### config.mk
export PLATFORM = sky130hd
export DESIGN_NAME = half_step_stepper_sequencer_flat
export DESIGN_NICKNAME = d
export VERILOG_FILES = /design/src/rtl/hss_pkg.sv /design/src/rtl/hss_if.sv /design/src/rtl/half_step_stepper_sequencer.sv /design/src/rtl/hss_div.sv /design/src/rtl/hss_core.sv /design/src/flat_wrapper.sv
export VERILOG_INCLUDE_DIRS = /design/src /design/src/rtl
export SDC_FILE = /design/constraint.sdc
export NUM_CORES = 1
export LEC_CHECK = 0
export BUFFER_PORTS_ARGS = -buffer_cell sky130_fd_sc_hd__buf_2
export CAP_MARGIN = 20
export CORE_MARGIN = 2
export CORE_UTILIZATION = 50
export CTS_BUF_LIST = sky130_fd_sc_hd__clkbuf_8
export DETAILED_ROUTE_END_ITERATION = 16
export PLACE_DENSITY_LB_ADDON = 0.3
export RECOVER_POWER = 50
export SLEW_MARGIN = 20
export SYNTH_ARGS = -nofsm -noshare
export SYNTH_HDL_FRONTEND = slang
export SYNTH_SLANG_ARGS = --single-unit
### constraint.sdc
create_clock -name clk -period 7.4 [get_ports clk]
set_input_delay 1.11 -clock clk [delete_from_list [all_inputs] [get_ports clk]]
set_output_delay 1.11 -clock clk [all_outputs]
set_load 0.01 [all_outputs]
### src/rtl/assert_macros.svh
// Assertion helpers for the RTL that carries checks (the sequencer top).
// HSS_ASSERT expects clk and rst_n in the calling scope, HSS_ASSERT_ALWAYS only clk.
`ifndef ASSERT_MACROS_SVH
`define ASSERT_MACROS_SVH

`ifndef ASSERT_OFF
// Checked only while out of reset.
`define HSS_ASSERT(lbl, prop, msg) \
  lbl: assert property (@(posedge clk) disable iff (!rst_n) prop) else $error(msg);
// Checked at every edge, reset included.
`define HSS_ASSERT_ALWAYS(lbl, prop, msg) \
  lbl: assert property (@(posedge clk) prop) else $error(msg);
`else
`define HSS_ASSERT(lbl, prop, msg)
`define HSS_ASSERT_ALWAYS(lbl, prop, msg)
`endif

`endif

### src/rtl/hss_pkg.sv
`timescale 1ns / 1ps
`default_nettype none

package hss_pkg;

  localparam int unsigned TICKS_PER_MINUTE = 60000000;

  localparam int REV_W      = 16;
  localparam int SPEED_W    = 8;
  localparam int SPD_W      = 5;            // clamped speed, 1..16
  localparam int DIVISOR_W  = REV_W + SPD_W;
  localparam int ELAPSED_W  = 26;
  localparam int STEPS_W    = 16;
  localparam int PHASE_W    = 3;
  localparam int COIL_W     = 4;
  localparam int OP_W       = 2;
  localparam int CFG_IDX_W  = 1;
  localparam int CFG_DATA_W = 16;
  localparam int DIV_CNT_W  = 5;

  localparam logic [ELAPSED_W-1:0] ELAPSED_MAX    = '1;
  localparam logic [ELAPSED_W-1:0] DIVIDEND       = ELAPSED_W'(TICKS_PER_MINUTE);
  localparam logic [ELAPSED_W-1:0] INTERVAL_RESET =
    ELAPSED_W'(TICKS_PER_MINUTE / 4096 / 16);
  localparam logic [DIV_CNT_W-1:0] DIV_LAST       = DIV_CNT_W'(ELAPSED_W - 1);

  localparam logic [REV_W-1:0]   REV_RESET   = 16'd4096;
  localparam logic [SPEED_W-1:0] SPEED_RESET = 8'd16;
  localparam logic [SPEED_W-1:0] SPEED_LIMIT = 8'd16;

  // Input op codes
  localparam logic [OP_W-1:0] OP_TICK = 2'd0;
  localparam logic [OP_W-1:0] OP_MOVE = 2'd1;
  localparam logic [OP_W-1:0] OP_STOP = 2'd2;

  // Config register indexes
  localparam logic [CFG_IDX_W-1:0] CFG_STEPS_PER_REV = 1'd0;
  localparam logic [CFG_IDX_W-1:0] CFG_SPEED_RPM     = 1'd1;

  // Half-step coil pattern per phase
  function automatic logic [COIL_W-1:0] coil_pattern(input logic [PHASE_W-1:0] ph);
    logic [COIL_W-1:0] pat;
    unique case (ph)
      3'd0: pat = 4'h1;
      3'd1: pat = 4'h3;
      3'd2: pat = 4'h2;
      3'd3: pat = 4'h6;
      3'd4: pat = 4'h4;
      3'd5: pat = 4'hC;
      3'd6: pat = 4'h8;
      default: pat = 4'h9;
    endcase
    return pat;
  endfunction

  typedef struct packed {
    logic                 busy;
    logic [ELAPSED_W-1:0] interval;
  } hss_div_stat_t;

endpackage

`default_nettype wire

### src/rtl/hss_if.sv
`timescale 1ns / 1ps
`default_nettype none

interface hss_in_if import hss_pkg::*; ();
  logic                      valid;
  logic                      ready;
  logic [OP_W-1:0]           op;
  logic signed [STEPS_W-1:0] steps;

  modport source (output valid, output op, output steps, input ready);
  modport sink   (input valid, input op, input steps, output ready);
endinterface

interface hss_out_if import hss_pkg::*; ();
  logic               valid;
  logic               ready;
  logic [COIL_W-1:0]  coils;
  logic               stepped;
  logic               busy_res;
  logic [STEPS_W-1:0] steps_remaining;

  modport source (output valid, output coils, output stepped, output busy_res,
                  output steps_remaining, input ready);
  modport sink   (input valid, input coils, input stepped, input busy_res,
                  input steps_remaining, output ready);
endinterface

`default_nettype wire

### src/rtl/half_step_stepper_sequencer.sv
`timescale 1ns / 1ps
`default_nettype none

// Half-step sequencer for a four-coil unipolar stepper. Each input item is
// one op: a one-microsecond tick, a signed move (sign sets direction, the
// magnitude is loaded as steps left) or a stop (coils off, steps dropped).
// Every item gives exactly one result: coil drive, a stepped flag, busy and
// steps remaining. Items are taken at one per cycle unless the divider
// runs or the result side stalls; the step logic sits between the accepted
// item and a single result register, so a new item is taken in the same
// cycle that the previous result transfers out. The step interval is
// 60000000 / steps_per_rev / min(speed_rpm, 16), zero settings counted as
// one. After each config write a bit-serial divider rebuilds it, with
// in_chan.ready low from start_r on, one quotient bit per cycle of the
// 26-bit interval. Reset loads the 915 reset interval, so no wait follows.
// Elapsed time starts saturated, so the first move steps on its first tick.
`include "assert_macros.svh"

module half_step_stepper_sequencer import hss_pkg::*; (
  input  wire logic                  clk,
  input  wire logic                  rst_n,
  input  wire logic                  cfg_we,
  input  wire logic [CFG_IDX_W-1:0]  cfg_index,
  input  wire logic [CFG_DATA_W-1:0] cfg_wdata,
  hss_in_if.sink                     in_chan,
  hss_out_if.source                  out_chan
);

  logic [REV_W-1:0]     rev_r;
  logic [SPEED_W-1:0]   speed_r;
  logic                 start_r;     // kicks the divider the cycle after a write

  logic [REV_W-1:0]     rev_eff;
  logic [SPD_W-1:0]     spd_eff;
  logic [DIVISOR_W-1:0] divisor;
  logic                 div_busy;
  hss_div_stat_t        div_stat;

  always_ff @(posedge clk) begin
    if (!rst_n) begin
      rev_r   <= REV_RESET;
      speed_r <= SPEED_RESET;
      start_r <= 1'b0;
    end else begin
      start_r <= cfg_we;
      if (cfg_we) begin
        unique case (cfg_index)
          CFG_STEPS_PER_REV: rev_r   <= cfg_wdata[REV_W-1:0];
          CFG_SPEED_RPM:     speed_r <= cfg_wdata[SPEED_W-1:0];
          default: ;
        endcase
      end
    end
  end

  // Zero counts as one; speed clamps at the limit.
  always_comb begin
    rev_eff = (rev_r == '0) ? REV_W'(1) : rev_r;
    if (speed_r == '0)              spd_eff = SPD_W'(1);
    else if (speed_r > SPEED_LIMIT) spd_eff = SPD_W'(SPEED_LIMIT);
    else                            spd_eff = SPD_W'(speed_r);
    divisor = DIVISOR_W'(rev_eff) * DIVISOR_W'(spd_eff);  // 16 x 5 bits
  end

  hss_div u_div (
    .clk     (clk),
    .rst_n   (rst_n),
    .start   (start_r),
    .divisor (divisor),
    .stat    (div_stat)
  );

  // Hold off items until the interval is valid again.
  assign div_busy = div_stat.busy || start_r;

  hss_core u_core (
    .clk      (clk),
    .rst_n    (rst_n),
    .enable   (!div_busy),
    .interval (div_stat.interval),
    .in_chan  (in_chan),
    .out_chan (out_chan)
  );

  `HSS_ASSERT_ALWAYS(a_reset_div_idle, !rst_n |=> !div_busy, "divider not idle after reset")
  `HSS_ASSERT(a_cfg_starts_div, cfg_we |=> div_busy, "config write did not start divider")
  `HSS_ASSERT(a_no_take_while_div, div_busy |-> !in_chan.ready, "item taken during divide")
  `HSS_ASSERT(a_interval_nonzero, $fell(div_stat.busy) |-> div_stat.interval != '0,
              "zero step interval")
  `HSS_ASSERT(a_step_drives_coil, out_chan.valid && out_chan.stepped |-> out_chan.coils != '0,
              "step result with coils off")

endmodule

`default_nettype wire

### src/rtl/hss_div.sv
`timescale 1ns / 1ps
`default_nettype none

// Restoring divider: TICKS_PER_MINUTE / divisor, one quotient bit per cycle.
module hss_div import hss_pkg::*; (
  input  wire logic                 clk,
  input  wire logic                 rst_n,
  input  wire logic                 start,
  input  wire logic [DIVISOR_W-1:0] divisor,
  output hss_div_stat_t             stat
);

  logic                 busy_r;
  logic [DIV_CNT_W-1:0] cnt_r;
  logic [DIVISOR_W-1:0] rem_r;
  logic [DIVISOR_W-1:0] div_r;
  logic [ELAPSED_W-1:0] num_r;      // dividend bits out, quotient bits in
  logic [ELAPSED_W-1:0] interval_r;

  logic [DIVISOR_W:0]   shifted;
  logic                 ge;
  logic [DIVISOR_W-1:0] rem_nxt;
  logic [ELAPSED_W-1:0] num_nxt;

  always_comb begin
    shifted = {rem_r, num_r[ELAPSED_W-1]};
    ge      = (shifted >= {1'b0, div_r});
    rem_nxt = ge ? DIVISOR_W'(shifted - {1'b0, div_r}) : shifted[DIVISOR_W-1:0];
    num_nxt = {num_r[ELAPSED_W-2:0], ge};
  end

  always_ff @(posedge clk) begin
    if (!rst_n) begin
      busy_r     <= 1'b0;
      cnt_r      <= '0;
      interval_r <= INTERVAL_RESET;
    end else if (start) begin
      busy_r <= 1'b1;
      cnt_r  <= '0;
    end else if (busy_r) begin
      cnt_r <= cnt_r + 1'b1;
      if (cnt_r == DIV_LAST) begin
        busy_r     <= 1'b0;
        interval_r <= num_nxt;
      end
    end
  end

  always_ff @(posedge clk) begin
    if (start) begin
      rem_r <= '0;
      div_r <= divisor;
      num_r <= DIVIDEND;
    end else if (busy_r) begin
      rem_r <= rem_nxt;
      num_r <= num_nxt;
    end
  end

  assign stat.busy     = busy_r;
  assign stat.interval = interval_r;

endmodule

`default_nettype wire

### src/rtl/hss_core.sv
`timescale 1ns / 1ps
`default_nettype none

// Per-item step logic and result register.
module hss_core import hss_pkg::*; (
  input  wire logic                 clk,
  input  wire logic                 rst_n,
  input  wire logic                 enable,
  input  wire logic [ELAPSED_W-1:0] interval,
  hss_in_if.sink                    in_chan,
  hss_out_if.source                 out_chan
);

  logic [PHASE_W-1:0]   phase_r,   phase_nxt;
  logic                 dir_r,     dir_nxt;
  logic [STEPS_W-1:0]   left_r,    left_nxt;
  logic [ELAPSED_W-1:0] elapsed_r, elapsed_nxt;
  logic [COIL_W-1:0]    coil_r,    coil_nxt;

  logic                 out_valid_r;
  logic                 stepped_r;
  logic                 busy_r;
  logic [STEPS_W-1:0]   remain_r;
  logic [COIL_W-1:0]    coils_out_r;

  logic                 accept;
  logic [ELAPSED_W-1:0] e_inc;
  logic [STEPS_W-1:0]   raw;
  logic [STEPS_W-1:0]   mag_neg;
  logic                 do_step;

  assign in_chan.ready = enable && (!out_valid_r || out_chan.ready);
  assign accept        = in_chan.valid && in_chan.ready;

  always_comb begin
    raw         = STEPS_W'(unsigned'(in_chan.steps));
    mag_neg     = STEPS_W'(~raw + 1'b1);
    e_inc       = (elapsed_r == ELAPSED_MAX) ? elapsed_r : ELAPSED_W'(elapsed_r + 1'b1);
    do_step     = 1'b0;
    phase_nxt   = phase_r;
    dir_nxt     = dir_r;
    left_nxt    = left_r;
    elapsed_nxt = elapsed_r;
    coil_nxt    = coil_r;
    unique case (in_chan.op)
      OP_TICK: begin
        elapsed_nxt = e_inc;
        if ((left_r != '0) && (e_inc >= interval)) begin
          do_step     = 1'b1;
          phase_nxt   = dir_r ? PHASE_W'(phase_r + 1'b1) : PHASE_W'(phase_r - 1'b1);
          coil_nxt    = coil_pattern(phase_nxt);
          left_nxt    = STEPS_W'(left_r - 1'b1);
          elapsed_nxt = '0;
        end
      end
      OP_MOVE: begin
        if (raw[STEPS_W-1]) begin
          dir_nxt  = 1'b0;
          left_nxt = mag_neg;
        end else begin
          if (raw != '0) dir_nxt = 1'b1;
          left_nxt = raw;
        end
      end
      OP_STOP: begin
        coil_nxt = '0;
        left_nxt = '0;
      end
      default: ;  // unused code: state unchanged
    endcase
  end

  always_ff @(posedge clk) begin
    if (!rst_n) begin
      phase_r     <= '0;
      dir_r       <= 1'b0;
      left_r      <= '0;
      elapsed_r   <= ELAPSED_MAX;
      coil_r      <= '0;
      out_valid_r <= 1'b0;
    end else begin
      if (accept) begin
        phase_r   <= phase_nxt;
        dir_r     <= dir_nxt;
        left_r    <= left_nxt;
        elapsed_r <= elapsed_nxt;
        coil_r    <= coil_nxt;
      end
      if (accept)                out_valid_r <= 1'b1;
      else if (out_chan.ready)   out_valid_r <= 1'b0;
    end
  end

  always_ff @(posedge clk) begin
    if (accept) begin
      coils_out_r <= coil_nxt;
      stepped_r   <= do_step;
      busy_r      <= (left_nxt != '0);
      remain_r    <= left_nxt;
    end
  end

  assign out_chan.valid           = out_valid_r;
  assign out_chan.coils           = coils_out_r;
  assign out_chan.stepped         = stepped_r;
  assign out_chan.busy_res        = busy_r;
  assign out_chan.steps_remaining = remain_r;

endmodule

`default_nettype wire

### src/flat_wrapper.sv
// flat-port wrapper written by rule: the top's interface ports become plain ports
module half_step_stepper_sequencer_flat import hss_pkg::*;
  (clk, rst_n, cfg_we, cfg_index, cfg_wdata, in_chan_valid, in_chan_op, in_chan_steps, in_chan_ready, out_chan_valid, out_chan_coils, out_chan_stepped, out_chan_busy_res, out_chan_steps_remaining, out_chan_ready);
  hss_in_if in_chan_i ();
  hss_out_if out_chan_i ();
  input  wire logic clk;
  input  wire logic rst_n;
  input  wire logic cfg_we;
  input  wire logic [CFG_IDX_W-1:0] cfg_index;
  input  wire logic [CFG_DATA_W-1:0] cfg_wdata;
  input wire logic [$bits(in_chan_i.valid)-1:0] in_chan_valid;
  input wire logic [$bits(in_chan_i.op)-1:0] in_chan_op;
  input wire logic [$bits(in_chan_i.steps)-1:0] in_chan_steps;
  output wire logic [$bits(in_chan_i.ready)-1:0] in_chan_ready;
  output wire logic [$bits(out_chan_i.valid)-1:0] out_chan_valid;
  output wire logic [$bits(out_chan_i.coils)-1:0] out_chan_coils;
  output wire logic [$bits(out_chan_i.stepped)-1:0] out_chan_stepped;
  output wire logic [$bits(out_chan_i.busy_res)-1:0] out_chan_busy_res;
  output wire logic [$bits(out_chan_i.steps_remaining)-1:0] out_chan_steps_remaining;
  input wire logic [$bits(out_chan_i.ready)-1:0] out_chan_ready;
  assign in_chan_i.valid = in_chan_valid;
  assign in_chan_i.op = in_chan_op;
  assign in_chan_i.steps = in_chan_steps;
  assign in_chan_ready = in_chan_i.ready;
  assign out_chan_valid = out_chan_i.valid;
  assign out_chan_coils = out_chan_i.coils;
  assign out_chan_stepped = out_chan_i.stepped;
  assign out_chan_busy_res = out_chan_i.busy_res;
  assign out_chan_steps_remaining = out_chan_i.steps_remaining;
  assign out_chan_i.ready = out_chan_ready;
  half_step_stepper_sequencer u_core (.clk(clk), .rst_n(rst_n), .cfg_we(cfg_we), .cfg_index(cfg_index), .cfg_wdata(cfg_wdata), .in_chan(in_chan_i), .out_chan(out_chan_i));
endmodule
* Word level (Yosys, flattened, before mapping)
Index checks and enable logic that the tools add are counted. W data, S select, Z words.
Word-level totals: register bits 198, input bits 40, output and inout port bits 24, word-level logic and storage cells 88
Cells by class: add/sub/neg operators 7, $mul 1, magnitude comparators 3, eq/ne operators 10, mux-type cells 21, bitwise operators 4, reduce and logical (&&, ||, !) cells 23
Operators with widths (count):
- $mux W26 | 2
- $mux W16 | 3
- $pmux W16 S3 | 1
- $reduce_bool A16 Y1 | 3
- $pmux W4 S7 | 1
- $add A26 B1 Y26 const B | 1
- $eq A26 B26 Y1 const B | 1
- $ge A26 B26 Y1 | 1
- $ge A22 B21 Y1 | 1
- $mul A16 B5 Y21 | 1
- $mux W21 | 1
- $sub A21 B21 Y21 | 1
- $add A16 B1 Y16 const B | 1
- $logic_not A16 Y1 | 1
- $not A16 Y16 | 1
- $sub A16 B1 Y16 const B | 1
- $mux W5 | 2
- $eq A3 B3 Y1 const B | 3
- $reduce_and A3 Y1 | 3
- $gt A8 B5 Y1 const B | 1
- $logic_not A8 Y1 | 1
- $mux W1 | 8
- $pmux W4 S2 | 1
- $eq A3 B2 Y1 const B | 2
- 18 further kinds | 27

* Longest topological paths before layout
depth after elaboration 7, depth in mapped cells 22, depth with buffers taken out 20

* By module
A second synthesis with hierarchy kept.
Second synthesis, totals: cells, all modules 1568, area total of the unflattened synthesis 13452.9 µm²
By module, submodules not included:
- hss_core | instances 1, cells each 599, area each 4972.3 µm², seq. area each 1681.6 µm²
- hss_div | instances 1, cells each 534, area each 4913.5 µm², seq. area each 2212.1 µm²
- half_step_stepper_sequencer | instances 1, cells each 435, area each 3567.2 µm², seq. area each 500.5 µm²

* Worst setup path before layout
OpenSTA, ideal clock, no wires.
kind register to register, start point register u_core.speed_r[7], end point register u_core.u_div.div_r[17], data pin, library setup time 0.259 ns, arrival 4.976 ns, required time 7.141 ns, slack 2.165 ns, cell stages (with the launch flop) 19, path buffers 2, clock period less this slack 5.235 ns, cells stage by stage dfxtp_1 nor4_1 clkbuf_1 clkbuf_1 nand3_1 fa_1 fa_1 fa_1 inv_1 ha_1 a211oi_1 o21ai_0 o311ai_0 o211a_1 a2111oi_0 o21a_1 o21ai_0 nor2b_1 xnor2_1
On the way: cells in the longest elaborated chain, start to end 4, elaborated cells between the ends (all ways) 5, those cells by class 1 x mul; 1 x order compare; 2 x mux; 1 x reduce/logical
RTL lines:
- start: declaration | line half_step_stepper_sequencer.sv:30 | logic [SPEED_W-1:0] speed_r;
- start signal: assignment | line half_step_stepper_sequencer.sv:49 | CFG_SPEED_RPM: speed_r <= cfg_wdata[SPEED_W-1:0];
- $gt A8 B5 Y1 | line half_step_stepper_sequencer.sv:60 | else if (speed_r > SPEED_LIMIT) spd_eff = SPD_W'(SPEED_LIMIT);
- $mux W5 | line half_step_stepper_sequencer.sv:60
- $mux W5 * | line half_step_stepper_sequencer.sv:59 | if (speed_r == '0) spd_eff = SPD_W'(1);
- $mul A16 B5 Y21 * | line half_step_stepper_sequencer.sv:62 | divisor = DIVISOR_W'(rev_eff) * DIVISOR_W'(spd_eff);
- named net u_core.divisor[17] | line half_step_stepper_sequencer.sv:35 | logic [DIVISOR_W-1:0] divisor;
- end signal: assignment | line hss_div.sv:52 | div_r <= divisor;
- end: declaration | line hss_div.sv:16 | logic [DIVISOR_W-1:0] div_r;
The timed path passes the listed nets; every way through them passes the cells marked *. A chain may end at the register's enable or synchronous reset.

* Worst setup path in the final report
start point register u_core.u_core.elapsed_r[8], end point register u_core.u_core.busy_r (netlist: u_core.u_core.out_chan.busy_res), data pin
On the way: cells in the longest elaborated chain, start to end 7, elaborated cells between the ends (all ways) 8, those cells by class 1 x add/sub; 1 x order compare; 1 x eq/ne; 3 x mux; 2 x reduce/logical
RTL lines:
- start: declaration | line hss_core.sv:17 | logic [ELAPSED_W-1:0] elapsed_r, elapsed_nxt;
- start signal: assignment | line hss_core.sv:86 | elapsed_r <= elapsed_nxt;
- $add A26 B1 Y26 or $eq A26 B26 Y1 (tied branches) | line hss_core.sv:38 | e_inc = (elapsed_r == ELAPSED_MAX) ? elapsed_r : ELAPSED_W'(elapsed_r + 1'b1);
- $mux W26 * | line hss_core.sv:38
- $ge A26 B26 Y1 * | line hss_core.sv:48 | if ((left_r != '0) && (e_inc >= interval)) begin
- $logic_and A1 B1 Y1 * | line hss_core.sv:48
- $mux W16 * | line hss_core.sv:48
- $pmux W16 S3 * | line hss_core.sv:45 | unique case (in_chan.op)
- $reduce_bool A16 Y1 * | line hss_core.sv:98 | busy_r <= (left_nxt != '0);
- end signal: assignment | line hss_core.sv:98
- end: declaration | line hss_core.sv:22 | logic busy_r;
Mark *: on every way between the ends. The rest lies on a longest branch, timed or not.

==> impl_metrics.csv <==
group,metric,value,unit
final_layout,nNetsFinal,1713,
placed_design,dpl_cell_area,13500,sq um
clock_network,cts_setup_buffers,0,
clock_network,root_buffer,"clkbuf_8",
clock_network,clkLatencyLatePin,0.49,ns
power_and_ir_drop,peakVddDrop,0.000102,V
grt,grt_overflow,0,
grt,grt_antenna_before_repair,0,
logic_synthesis,synth_ff_type,"dfxtp_1",
logic_synthesis,async_reset_ff_share,0,%
setup_path,crit_buf_inv,0,
sta,fin_skew,0.0328,ns
sta,worstMarginPinSlew,2.97,ns
hold_path,hp-start,"u_core.u_div.interval_r[2]",
setup_path,slowest_delay,0.84,ns
grt,grtUsageTotal,21.8,%
logic_synthesis,synth-seq-cells,198,
setup_path,cp.required,7.64,ns
setup_path,cpMaxStageDelayCell,"or2_1",
final_layout,final_util,53.7,%
sta,setup_tns,0,ns
setup_path,cp_max_fo,26,
routing,drc_errors,0,
setup_path,crit_chain,"and3_1 > and3_1 > nand4_2 > nor3_4 > nor3b_2 > nand2_1 > nor3_1 > nand3_1 > xnor2_1 > ha_1 > nand4_1 > nor4_2 > nand2_1 > a21oi_1 > or2_1 > a31oi_1 > o21ai_0 > o311a_1 > nand4_1 > or4_1",
routing,drt_iter0_markers,848,
hold_path,min_path_cells,2,
sta,slew_violations,64,
hold_path,hold_path_end,"u_core.u_div.interval_r[2]",
logic_synthesis,syn_inst,1528,
routing,wl_met3,1430,um
routing,antenna_left,0,
clock_network,cts-buffers-inserted,17,
die,dieArea,27400,sq um
setup_path,cp-start-kind,"flip-flop",
die,die_h,165,um
routing,routedWlPerCell,15.3,um
setup_path,r2r_cells,20,
outcome,outcome,"finished, violations left",
grt,grt_max_degree,82,
placed_design,port_buffers,63,
final_layout,n_fill_cell,2436,
routing,firstDrtPassIters,6,
setup_path,worstPathArrival,6.30,ns
placed_design,hpwlAfterDp,20800,um
final_layout,drive_above_1_share,7.33,%
logic_synthesis,yosysWarnings,0,
routing,avgViaCountPerCell,5.73,
logic_synthesis,yosysTopAreaCell,"dfxtp_1",
job,max-cap-violations,1,
grt,grt_pass1_vias,10000,
setup_path,rrSetupSlack,1.34,ns
placed_design,place_congestion,0.914,
final_layout,syn2layout_area_growth,6.51,%
clock_network,cts_hold_buf,0,
hold_path,hold_class,"reg2reg",
clock_network,cts.sinks,198,
routing,wl_met2,12700,um
routing,drt_wl_total,28900,um
sta,hold_violations,0,
setup_path,critPathKind,"reg2reg",
routing,vias,10800,
die,design.core.area,25800,sq um
placed_design,pre_cts_ws,1.47,ns
logic_synthesis,synth_fp_nets,1698,
logic_synthesis,syn_area,13000,sq um
logic_synthesis,synth_edf_count,43,
clock_network,cts_tree,"yes",
clock_network,path_clk_slew,0.12,ns
setup_path,cp-end-kind,"flip-flop",
power_and_ir_drop,power.density,202,nW/um^2
clock_network,clockBufferDepth,2,
logic_synthesis,synth_top_area_share,23.8,%
die,start_util,50.5,%
final_layout,final_cell_area,13900,sq um
logic_synthesis,synthTopCellsByArea,"dfxtp_1, edfxtp_1, ha_1",
sta,fin_crit_sh,81.9,%
clock_network,ctsResizeCount,0,
logic_synthesis,synth_cell_types,92,
die,die_w,165,um
routing,met1_length,14300,um
sta,timing.final.ws_setup,1.34,ns
final_layout,diodes,0,
logic_synthesis,synth.avg_cell_area,8.53,sq um
outcome,violations,"capacitance limit, slew limit",
sta,timing.slew.headroom,-98.2,%
setup_path,r2r-start,"u_core.u_core.elapsed_r[8]",
power_and_ir_drop,total_power,2.81,mW
final_layout,mostFrequentLayoutCell,"nand2_1",
routing,highest_layer,"met4",
sta,min_period,6.06,ns
logic_synthesis,ys_seq_area_share,33.7,%
setup_path,crit_family,"simple AND/OR/NAND/NOR gates",
sta,fmax,0.165,GHz
setup_path,r2r_end,"u_core.u_core.out_chan.busy_res",
die,design.portCount,64,
final_layout,mostFrequentLayoutCells,"nand2_1, dfxtp_1, inv_1",
sta,setup_viol,0,
die,row_count,59,
sta,rsz0062_at_grt,"false",
grt,grt_pass1_wl,49000,um
clock_network,htree_num_levels,4,
power_and_ir_drop,p_leak,5.89,nW
-- worst max-delay path by stage --
stage / startpoint / endpoint / slack, ns / depth (start not counted)
2_1_floorplan: u_core.speed_r[7] / u_core.u_div.div_r[17] / 2.16 / 18
3_3_place_gp: u_core.u_core.elapsed_r[8] / u_core.u_core.out_chan.busy_res / 1.70 / 20
3_5_place_dp: u_core.u_core.elapsed_r[8] / u_core.u_core.out_chan.busy_res / 1.47 / 20
4_1_cts: u_core.u_core.elapsed_r[8] / u_core.u_core.out_chan.busy_res / 1.46 / 20
5_1_grt: u_core.u_core.elapsed_r[8] / u_core.u_core.out_chan.busy_res / 0.81 / 20
6_report: u_core.u_core.elapsed_r[8] / u_core.u_core.out_chan.busy_res / 1.34 / 20
-- state kept, by name, indices dropped and copies added, names as in the netlist, 8 cells and up --
name and count:
u_core.rev_r 16, u_core.speed_r 8, u_core.u_core.elapsed_r 26, u_core.u_core.left_r 16, u_core.u_core.out_chan.steps_remaining 16, u_core.u_div.div_r 21, u_core.u_div.interval_r 26, u_core.u_div.num_r 26
u_core.u_div.rem_r 21
-- per-stage QoR --
step / std cells / hold slack [ns]
finish: 1891 / 0.459
global route: 1891 / 0.479
CTS: 1891 / 0.462
detailed placement: 1859 / 0.448
global placement: 1859 / 0.443
floorplan: 1528 / 0.436
-- synthesized netlist by cell type (all sizes together) (43+ instances only) --
master	instances
nor2	123
nand2	213
ha	86
edfxtp	43
and3	43
dfxtp	155
fa	44
o21ai	48
a21oi	94
clkbuf	61
nand3	56
inv	132
-- area by class of cell --
class	instances	area, sq um	area share [%]
multi-input cells	1123	7850	56.5
flip-flops and latches	198	4400	31.7
inverters	132	495	3.57
well taps	335	419	3.02
repair buffers	71	337	2.42
clock buffers	20	275	1.98
clock inverters	12	116	0.838
-- power breakdown --
part           switching, mW  leakage (nW)  total, mW  internal, mW
registers             0.0740          1.68       1.26          1.19
logic                  0.509          4.01      0.842         0.333
clock network          0.400         0.204      0.700         0.299
total                  0.983          5.89       2.81          1.82
-- cells by family after synthesis --
kind of cell	synth area share (%)
AO/OA/AOI/OAI	16.2
AND/OR/NAND/NOR	22.1
XOR/XNOR	4.50
multiplexers	2.34
buffers and inverters	6.17
flip-flops	33.7
adder cells (fa/ha/maj)	15.0
-- worst reg2reg max path, delay by kind of cell, from the launching register on --
kind / cells / cell delay [ns]
xor gates and xnor gates: 1 / 0.16
adders and majority gates: 1 / 0.29
DFF: 1 / 0.38
and+or+nand+nor: 14 / 4.09
AOI/OAI and AO/OA: 4 / 0.92
-- routing by layer --
metal	vias to the layer above	GRT usage [%]
met3	41	3.22
met2	307	33.8
met5	-	0
met4	0	5.13
li1	5389	-
met1	5093	32.1
Note: power is estimated with default switching activity, not from simulation.
